<file path="config.mk">
export PLATFORM = sky130hd
export DESIGN_NAME = ordered_list_search_remove_flat
export DESIGN_NICKNAME = d
export VERILOG_FILES = /design/src/design/olsr_pkg.sv /design/src/design/olsr_req_if.sv /design/src/design/olsr_rsp_if.sv /design/src/design/ordered_list_search_remove.sv /design/src/design/olsr_ram.sv /design/src/flat_wrapper.sv
export VERILOG_INCLUDE_DIRS = /design/src /design/src/design
export SDC_FILE = /design/constraint.sdc
export NUM_CORES = 2
export LEC_CHECK = 0
export BUFFER_PORTS_ARGS = -buffer_cell sky130_fd_sc_hd__buf_2
export CELL_PAD_IN_SITES_DETAIL_PLACEMENT = 0
export CELL_PAD_IN_SITES_GLOBAL_PLACEMENT = 1
export CORE_UTILIZATION = 57
export CTS_CLUSTER_SIZE = 40
export DETAILED_ROUTE_END_ITERATION = 8
export PLACE_DENSITY = 0.85
export SYNTH_ARGS = -nofsm -noshare
export SYNTH_HDL_FRONTEND = slang
export SYNTH_SLANG_ARGS = --single-unit
</file>
<file path="constraint.sdc">
create_clock -name clk -period 18.1 [get_ports clk]
set_input_delay 3.62 -clock clk [delete_from_list [all_inputs] [get_ports clk]]
set_output_delay 3.62 -clock clk [all_outputs]
set_load 0.1 [all_outputs]
</file>
<file path="src/design/ordered_list_search_remove_assert.svh">
// ----------------------------------------------------------------------------
// Ordered list search and remove: assertion macros
// Shorthand for the concurrent checks at the end of the top level. The macros
// sample on clk and are disabled while rst is high.
// ----------------------------------------------------------------------------
`ifndef ORDERED_LIST_SEARCH_REMOVE_ASSERT_SVH
`define ORDERED_LIST_SEARCH_REMOVE_ASSERT_SVH

// Same-cycle implication.
`define OLSR_ASSERT_NOW(lbl, ante, cons, msg) \
  lbl: assert property (@(posedge clk) disable iff (rst) (ante) |-> (cons)) \
    else $error(msg);

// Next-cycle implication.
`define OLSR_ASSERT_NEXT(lbl, ante, cons, msg) \
  lbl: assert property (@(posedge clk) disable iff (rst) (ante) |=> (cons)) \
    else $error(msg);

`endif

</file>
<file path="src/design/olsr_pkg.sv">
// ----------------------------------------------------------------------------
// olsr_pkg
// Sizes, operation codes and status codes shared by the ordered list files.
// ----------------------------------------------------------------------------
package olsr_pkg;

  // List capacity and entry width.
  localparam int DEPTH     = 64;
  localparam int KEY_WIDTH = 32;
  localparam int ADDR_W    = $clog2(DEPTH);
  localparam int CNT_W     = $clog2(DEPTH + 1);

  // Field widths of the request and response words.
  localparam int OP_W     = 2;
  localparam int STATUS_W = 2;

  typedef logic [OP_W-1:0]      op_t;
  typedef logic [STATUS_W-1:0]  status_t;
  typedef logic [KEY_WIDTH-1:0] key_t;
  typedef logic [ADDR_W-1:0]    addr_t;
  typedef logic [CNT_W-1:0]     cnt_t;

  // Operation codes.
  localparam op_t OP_APPEND = 2'd0;
  localparam op_t OP_READ   = 2'd1;
  localparam op_t OP_FIND   = 2'd2;
  localparam op_t OP_REMOVE = 2'd3;

  // Status codes.
  localparam status_t ST_OK        = 2'd0;
  localparam status_t ST_FULL      = 2'd1;
  localparam status_t ST_NOT_FOUND = 2'd2;
  localparam status_t ST_RANGE     = 2'd3;

endpackage

</file>
<file path="src/design/olsr_req_if.sv">
// ----------------------------------------------------------------------------
// olsr_req_if
// Request channel: one word holds an operation, a key and a position.
// ----------------------------------------------------------------------------
interface olsr_req_if;
  import olsr_pkg::*;

  logic  valid;
  logic  ready;
  op_t   operation;
  key_t  key_value;
  cnt_t  position;

  modport source (output valid, output operation, output key_value, output position,
                  input ready);
  modport sink   (input valid, input operation, input key_value, input position,
                  output ready);
endinterface

</file>
<file path="src/design/olsr_rsp_if.sv">
// ----------------------------------------------------------------------------
// olsr_rsp_if
// Response channel: one word per request with status, index, data and count.
// ----------------------------------------------------------------------------
interface olsr_rsp_if;
  import olsr_pkg::*;

  logic    valid;
  logic    ready;
  status_t status;
  addr_t   found_index;
  key_t    read_value;
  cnt_t    entry_count;

  modport source (output valid, output status, output found_index, output read_value,
                  output entry_count, input ready);
  modport sink   (input valid, input status, input found_index, input read_value,
                  input entry_count, output ready);
endinterface

</file>
<file path="src/design/ordered_list_search_remove.sv">
// ----------------------------------------------------------------------------
// ordered_list_search_remove
// A bounded list of key words kept in insertion order, with append, read,
// find-first and remove-first operations, one response word per request.
// ----------------------------------------------------------------------------
// The list lives in a single-port-write, single-port-read RAM, and one
// comparator walks it under a small sequencer, one RAM access per step. A
// request is taken only while the sequencer is idle; the response sits in an
// output register, so the next request may enter while it waits. Append
// writes the key at the end of the list; read fetches one entry through the
// registered read port. A read past the count or an append to a full list
// skips the RAM and returns its status. Find fetches and compares one entry
// at a time from the request's position until a match or the end of the
// list; remove then moves each later entry one place down, read then write,
// and lowers the count. An unread response holds the next one in S_DONE.
// ----------------------------------------------------------------------------
module ordered_list_search_remove (
  input logic  clk,
  input logic  rst,
  olsr_req_if.sink   req,
  olsr_rsp_if.source rsp
);
  import olsr_pkg::*;

  // Sequencer states.
  localparam logic [2:0] S_IDLE   = 3'd0;
  localparam logic [2:0] S_RDWAIT = 3'd1;
  localparam logic [2:0] S_SCAN   = 3'd2;
  localparam logic [2:0] S_CMP    = 3'd3;
  localparam logic [2:0] S_SHRD   = 3'd4;
  localparam logic [2:0] S_SHWR   = 3'd5;
  localparam logic [2:0] S_DONE   = 3'd6;

  logic [2:0] state;
  logic [2:0] state_next;
  cnt_t       count;
  cnt_t       count_next;

  // Working registers for the request in flight.
  op_t     cur_op;
  key_t    cur_key;
  cnt_t    idx;
  cnt_t    idx_next;
  status_t res_status;
  status_t res_status_next;
  addr_t   res_found;
  addr_t   res_found_next;
  key_t    res_value;
  key_t    res_value_next;

  // Output register.
  logic    out_valid;
  status_t out_status;
  addr_t   out_found;
  key_t    out_value;
  cnt_t    out_count;

  // RAM ports.
  logic  ram_we;
  addr_t ram_waddr;
  key_t  ram_wdata;
  addr_t ram_raddr;
  key_t  ram_rdata;

  logic accept;
  logic out_free;

  assign req.ready = (state == S_IDLE);
  assign accept    = req.valid && req.ready;
  assign out_free  = !out_valid || rsp.ready;

  olsr_ram #(
    .WIDTH (KEY_WIDTH),
    .DEPTH (DEPTH)
  ) u_ram (
    .clk   (clk),
    .we    (ram_we),
    .waddr (ram_waddr),
    .wdata (ram_wdata),
    .raddr (ram_raddr),
    .rdata (ram_rdata)
  );

  // Sequencer: dispatch, scan, compare and shift steps.
  always_comb begin
    state_next      = state;
    count_next      = count;
    idx_next        = idx;
    res_status_next = res_status;
    res_found_next  = res_found;
    res_value_next  = res_value;
    ram_we          = 1'b0;
    ram_waddr       = idx[ADDR_W-1:0];
    ram_wdata       = ram_rdata;
    ram_raddr       = idx[ADDR_W-1:0];

    case (state)
      S_IDLE: begin
        if (accept) begin
          res_status_next = ST_OK;
          res_found_next  = '0;
          res_value_next  = '0;
          idx_next        = req.position;
          case (req.operation)
            OP_APPEND: begin
              if (count == CNT_W'(DEPTH)) begin
                res_status_next = ST_FULL;
              end else begin
                ram_we     = 1'b1;
                ram_waddr  = count[ADDR_W-1:0];
                ram_wdata  = req.key_value;
                count_next = count + CNT_W'(1);
              end
              state_next = S_DONE;
            end
            OP_READ: begin
              if (req.position >= count) begin
                res_status_next = ST_RANGE;
                state_next      = S_DONE;
              end else begin
                ram_raddr  = req.position[ADDR_W-1:0];
                state_next = S_RDWAIT;
              end
            end
            default: begin
              state_next = S_SCAN;
            end
          endcase
        end
      end

      S_RDWAIT: begin
        res_value_next = ram_rdata;
        state_next     = S_DONE;
      end

      // Fetch the entry at idx, or stop at the end of the list.
      S_SCAN: begin
        if (idx >= count) begin
          res_status_next = ST_NOT_FOUND;
          state_next      = S_DONE;
        end else begin
          state_next = S_CMP;
        end
      end

      // Compare the fetched entry with the key.
      S_CMP: begin
        if (ram_rdata == cur_key) begin
          res_found_next = idx[ADDR_W-1:0];
          state_next     = (cur_op == OP_REMOVE) ? S_SHRD : S_DONE;
        end else begin
          idx_next   = idx + CNT_W'(1);
          state_next = S_SCAN;
        end
      end

      // Read the entry above idx, or finish the removal.
      S_SHRD: begin
        if ((idx + CNT_W'(1)) >= count) begin
          count_next = count - CNT_W'(1);
          state_next = S_DONE;
        end else begin
          ram_raddr  = ADDR_W'(idx + CNT_W'(1));
          state_next = S_SHWR;
        end
      end

      // Move that entry down into idx.
      S_SHWR: begin
        ram_we     = 1'b1;
        idx_next   = idx + CNT_W'(1);
        state_next = S_SHRD;
      end

      S_DONE: begin
        if (out_free) begin
          state_next = S_IDLE;
        end
      end

      default: begin
        state_next = S_IDLE;
      end
    endcase
  end

  // Control registers.
  always_ff @(posedge clk) begin
    if (rst) begin
      state     <= S_IDLE;
      count     <= '0;
      out_valid <= 1'b0;
    end else begin
      state <= state_next;
      count <= count_next;
      if (state == S_DONE && out_free) begin
        out_valid <= 1'b1;
      end else if (rsp.ready) begin
        out_valid <= 1'b0;
      end
    end
  end

  // Payload registers.
  always_ff @(posedge clk) begin
    if (accept) begin
      cur_op  <= req.operation;
      cur_key <= req.key_value;
    end
    idx        <= idx_next;
    res_status <= res_status_next;
    res_found  <= res_found_next;
    res_value  <= res_value_next;
    if (state == S_DONE && out_free) begin
      out_status <= res_status;
      out_found  <= res_found;
      out_value  <= res_value;
      out_count  <= count;
    end
  end

  assign rsp.valid       = out_valid;
  assign rsp.status      = out_status;
  assign rsp.found_index = out_found;
  assign rsp.read_value  = out_value;
  assign rsp.entry_count = out_count;

  // Checks on the sequencer and the count.
`include "ordered_list_search_remove_assert.svh"

  `OLSR_ASSERT_NOW(a_count_bound, 1'b1, count <= CNT_W'(DEPTH), "entry count past capacity")
  `OLSR_ASSERT_NEXT(a_busy_after_accept, accept, !req.ready, "request taken while busy")
  `OLSR_ASSERT_NOW(a_full_status, rsp.valid && rsp.status == ST_FULL, rsp.entry_count == CNT_W'(DEPTH), "full status below capacity")

endmodule

</file>
<file path="src/design/olsr_ram.sv">
// ----------------------------------------------------------------------------
// olsr_ram
// Generic single-write, single-read RAM with a registered read port.
// ----------------------------------------------------------------------------
module olsr_ram #(
  parameter int WIDTH = 32,
  parameter int DEPTH = 64
) (
  input  logic                     clk,
  input  logic                     we,
  input  logic [$clog2(DEPTH)-1:0] waddr,
  input  logic [WIDTH-1:0]         wdata,
  input  logic [$clog2(DEPTH)-1:0] raddr,
  output logic [WIDTH-1:0]         rdata
);

  logic [WIDTH-1:0] mem [DEPTH];

  // Write port and registered read port.
  always_ff @(posedge clk) begin
    if (we) begin
      mem[waddr] <= wdata;
    end
    rdata <= mem[raddr];
  end

endmodule
</file>
<file path="src/flat_wrapper.sv">
// flat-port wrapper written by rule: the top's interface ports become plain ports
module ordered_list_search_remove_flat import olsr_pkg::*;
  (clk, rst, req_valid, req_operation, req_key_value, req_position, req_ready, rsp_valid, rsp_status, rsp_found_index, rsp_read_value, rsp_entry_count, rsp_ready);
  olsr_req_if req_i ();
  olsr_rsp_if rsp_i ();
  input logic clk;
  input logic rst;
  input wire logic [$bits(req_i.valid)-1:0] req_valid;
  input wire logic [$bits(req_i.operation)-1:0] req_operation;
  input wire logic [$bits(req_i.key_value)-1:0] req_key_value;
  input wire logic [$bits(req_i.position)-1:0] req_position;
  output wire logic [$bits(req_i.ready)-1:0] req_ready;
  output wire logic [$bits(rsp_i.valid)-1:0] rsp_valid;
  output wire logic [$bits(rsp_i.status)-1:0] rsp_status;
  output wire logic [$bits(rsp_i.found_index)-1:0] rsp_found_index;
  output wire logic [$bits(rsp_i.read_value)-1:0] rsp_read_value;
  output wire logic [$bits(rsp_i.entry_count)-1:0] rsp_entry_count;
  input wire logic [$bits(rsp_i.ready)-1:0] rsp_ready;
  assign req_i.valid = req_valid;
  assign req_i.operation = req_operation;
  assign req_i.key_value = req_key_value;
  assign req_i.position = req_position;
  assign req_ready = req_i.ready;
  assign rsp_valid = rsp_i.valid;
  assign rsp_status = rsp_i.status;
  assign rsp_found_index = rsp_i.found_index;
  assign rsp_read_value = rsp_i.read_value;
  assign rsp_entry_count = rsp_i.entry_count;
  assign rsp_i.ready = rsp_ready;
  ordered_list_search_remove u_core (.clk(clk), .rst(rst), .req(req_i), .rsp(rsp_i));
endmodule
</file>
==> summary.txt <==
Synthesis
  • Async SR Flop Fraction: 0%
  • Post-Syn Nets: about 6500
  • Top FF cell, synth: edfxtp_1
  • Cell variety after synth: 64
  • Post-synth EDFFs: between 2000 and 2500
  • Post-synthesis cell count: around 6400
  • Top cells by count, synth: edfxtp_1, nand2_1, nand3_1
  • Yosys reg bits: about 2200
  • Area contributors post-synth: edfxtp_1, nand2_1, nand3_1, a21oi_1, a211oi_1
  • Syn_area_per_cell: about 14 µm²
  • Synth warn: 0
  • Synth top area share: about 75%
  • Top-count cell post-synth: edfxtp_1
  • Sequential share of the synthesized area: 75.5%
  • Mapped Area: between 80000 and 90000 µm²
  • Synth area leader: edfxtp_1

Worst setup path
  • CP Data Required Time: between 15000 and 20000 ps
  • Crit-path cells: buf_2 -> inv_1 -> ha_1 -> nand2b_1 -> a31oi_1 -> o21ai_0 -> mux2_4 -> and2_4 -> buf_12 -> buf_4 -> buf_4 -> nand2_1 -> a31oi_1 -> o22ai_1 -> nor4_1 -> o311a_1
  • Largest stage delay, worst path: between 800 and 900 ps
  • Crit-path max FO: ~150
  • Setup CP Type: input pin to register
  • Critical Path Sink Type: register
  • Slowest cell on the critical path: buf_4
  • CP arrival: approximately 10000 ps
  • Critical Path Source Type: input pin

Floorplanning
  • Cell Rows: roughly 140
  • Die height: around 390 µm
  • Initial core utilization: a little under three fifths
  • Die X: 394 µm
  • Die area: roughly 160000 µm²
  • IO Count: 94
  • Total core area: 152000 µm²

Clock network
  • Max Root-Sink Buffers: 3
  • H-tree depth: 4
  • Cts hold-fix bufs: 0
  • CTS tree: done
  • Post-CTS setup buffers: 0
  • Clock Root Buffer: clkbuf_16
  • CTS resizes: 0
  • Clock slew at reported path FFs: roughly 70 ps
  • Total CTS buffers: about 210
  • Clock Sinks: 2219
  • Clock Latency Late Sink: 860 ps

STA
  • Max Slew Vio Count: 2
  • Slew HR: -1.54%
  • RSZ-0062 raised after global routing: no
  • Max Freq: around 110 MHz
  • Least-Margin Pin Slew: between 1500 and 2000 ps
  • Setup_tns: 0 ps
  • Period Utilization, post-route: 51.6%
  • # setup viols final: 0
  • Minimum clock period: about 9300 ps
  • Setup Skew: ~48 ps
  • Fin. Hold Viols: 0

GRT
  • First-pass GRT wire length: 368000 µm
  • Vias in the first global route: between 50000 and 60000
  • Overflow after GRT: 0
  • Initial antenna violation count: 20
  • Met2 usage: 50.5%
  • Gr usage total: 32.8%
  • Largest net degree at the start of global routing: approximately 170
  • Routing usage on met3: under 10%
  • GRT busiest layer: met2
  • GR met1 Demand/Resource: a little over two fifths

Place
  • Post-DP HPWL: between 100000 and 150000 µm
  • Placed instance count: a little over 8000
  • Port bufs: 93
  • Gpl congestion: about 0.92

Pwr
  • P_sw: 0.00765 W
  • Clock network fraction of total power: between 20% and 30%
  • P per Cell Area: 189 nW/µm²
  • Internal power: ~0.011 W
  • Flop pwr share: between 30% and 40%
  • Leakage: between 30 and 40 nW
  • Worst-case vdd ir drop: 254 µV
  • Net Sw Frac: between 40% and 50%
  • Tot Pwr: between 0.015 and 0.02 W
  • Gate power share: roughly two fifths

Detailed routing
  • DRT Wirelength: 258000 µm
  • Routed len/inst: ~30 µm
  • Initial DRC Count: slightly above 8000
  • Via count: 56600
  • DRC Markers: 0
  • ANT nets after route: 0
  • Pre-Repair DR Iteration Count: 8
  • Vias/cell: ~6.5

Worst hold path
  • Hold Crit Class: register to register

Cells and area
  • Layout overhead on the synthesized area: 11.9%
  • NumNets Final: about 6600
  • Post-Layout Cell Count: 8712
  • Layout cells sized above 1: 11.7%

Outcome
  • Status: finished, violations left
  • Failing checks: max-capacitance violations, max-slew violations

Run
  • Max-cap violations: 2
-- kinds of logic after synthesis --
family | after synthesis | share of synthesized area [%]
and+or+nand+nor | 2733 | 13.5
muxes | 64 | 1.13
AOI/OAI and AO/OA | 899 | 6.82
xor gates and xnor gates | 45 | 0.450
adders and majority gates | 28 | 0.408
DFF | 2219 | 75.5
buffers and inverters | 444 | 2.18
-- final timing paths --
check / from / end / slack, ps / cells past startpoint
max: req_position[0] / u_core.u_ram.rdata[5] / 8770 / 16
min: u_core.res_found[4] / u_core.rsp.found_index[4] / 410 / 0
max reg2reg: u_core.idx[0] / u_core.u_ram.rdata[5] / 10150 / 18
min reg2reg: u_core.res_found[4] / u_core.rsp.found_index[4] / 410 / 0
-- placed cells by master, fill, tap and decap left out, types with 38 or more instances in the layout --
cell type | netlist | final
clkinv_1 | 0 | 42
buf_4 | 5 | 161
and3_1 | 163 | 163
nand3_1 | 614 | 614
a311oi_1 | 74 | 74
clkbuf_16 | 0 | 217
xnor2_1 | 38 | 38
a21oi_1 | 302 | 300
nor2_4 | 0 | 58
a31oi_1 | 166 | 166
nand2_1 | 1715 | 1709
buf_2 | 141 | 93
a211oi_1 | 148 | 148
edfxtp_1 | 2176 | 2176
o21ai_0 | 43 | 41
o22ai_1 | 41 | 41
clkinv_2 | 0 | 44
dfxtp_1 | 43 | 43
clkbuf_1 | 228 | 45
-- critical path, delay by kind of cell --
family	cells	cell delay (ps)
AO/OA/AOI/OAI	5	1160
multiplexers	1	610
buffers and inverters	5	2430
adder cells (fa/ha/maj)	1	270
AND/OR/NAND/NOR	4	1720
-- layout make-up --
class,count,area [µm²]
clock buffer,277,5810
multi-input combinational,3769,20300
antenna,7,17.5
sequential,2219,66200
timing repair buffer,267,1930
inverter,18,67.6
tap,2030,2540
clock inverter,125,1180
fill,10700,54200
-- power groups by stage --
stage / Clock, W / Combinational [W] / Sequential (W)
after global placement: 0 / 0.00699 / 0.00688
after global routing: 0.00463 / 0.00775 / 0.00679
after detailed placement: 0 / 0.00712 / 0.00688
after CTS: 0.00444 / 0.00715 / 0.00678
after floorplan: 0 / 0.00437 / 0.00684
final: 0.00442 / 0.00731 / 0.00679
-- layer usage --
layer  part of all wire [%]  wire length (µm)  vias to the layer above
met1                     36             92300                    28100
met3                     13             32700                      684
li1                       -                 -                    24100
met5                  0.045               117                        -
met4                    5.9             15100                       16
met2                     46            117000                     3651
-- sequential cells by signal (all words and copies together), names as in the netlist, 2 cells and up --
register / count
u_core.res_status: 2
u_core.cur_key: 32
u_core.rsp.read_value: 32
u_core.res_found: 6
u_core.rsp.status: 2
u_core.rsp.entry_count: 7
u_core.rsp.found_index: 6
u_core.u_ram.rdata: 32
u_core.idx: 7
u_core.cur_op: 2
u_core.count: 7
u_core.res_value: 32
u_core.state: 3
u_core.u_ram.mem: 2048
-- through the flow --
| step | hold WS [ps] | utilization, % | worst slack, ps | cell area [µm²] |
|---|---|---|---|---|
| after CTS | 409 | 64.4 | 9090 | 98000 |
| after global routing | 413 | 64.4 | 8610 | 98000 |
| after global placement | 401 | 59.7 | 7380 | 91000 |
| after floorplan | 400 | - | 9800 | 87600 |
| after detailed placement | 405 | 59.8 | 8200 | 91000 |
| final | 408 | 64.4 | 8770 | 98000 |
Note: power is estimated with default switching activity, not from simulation.
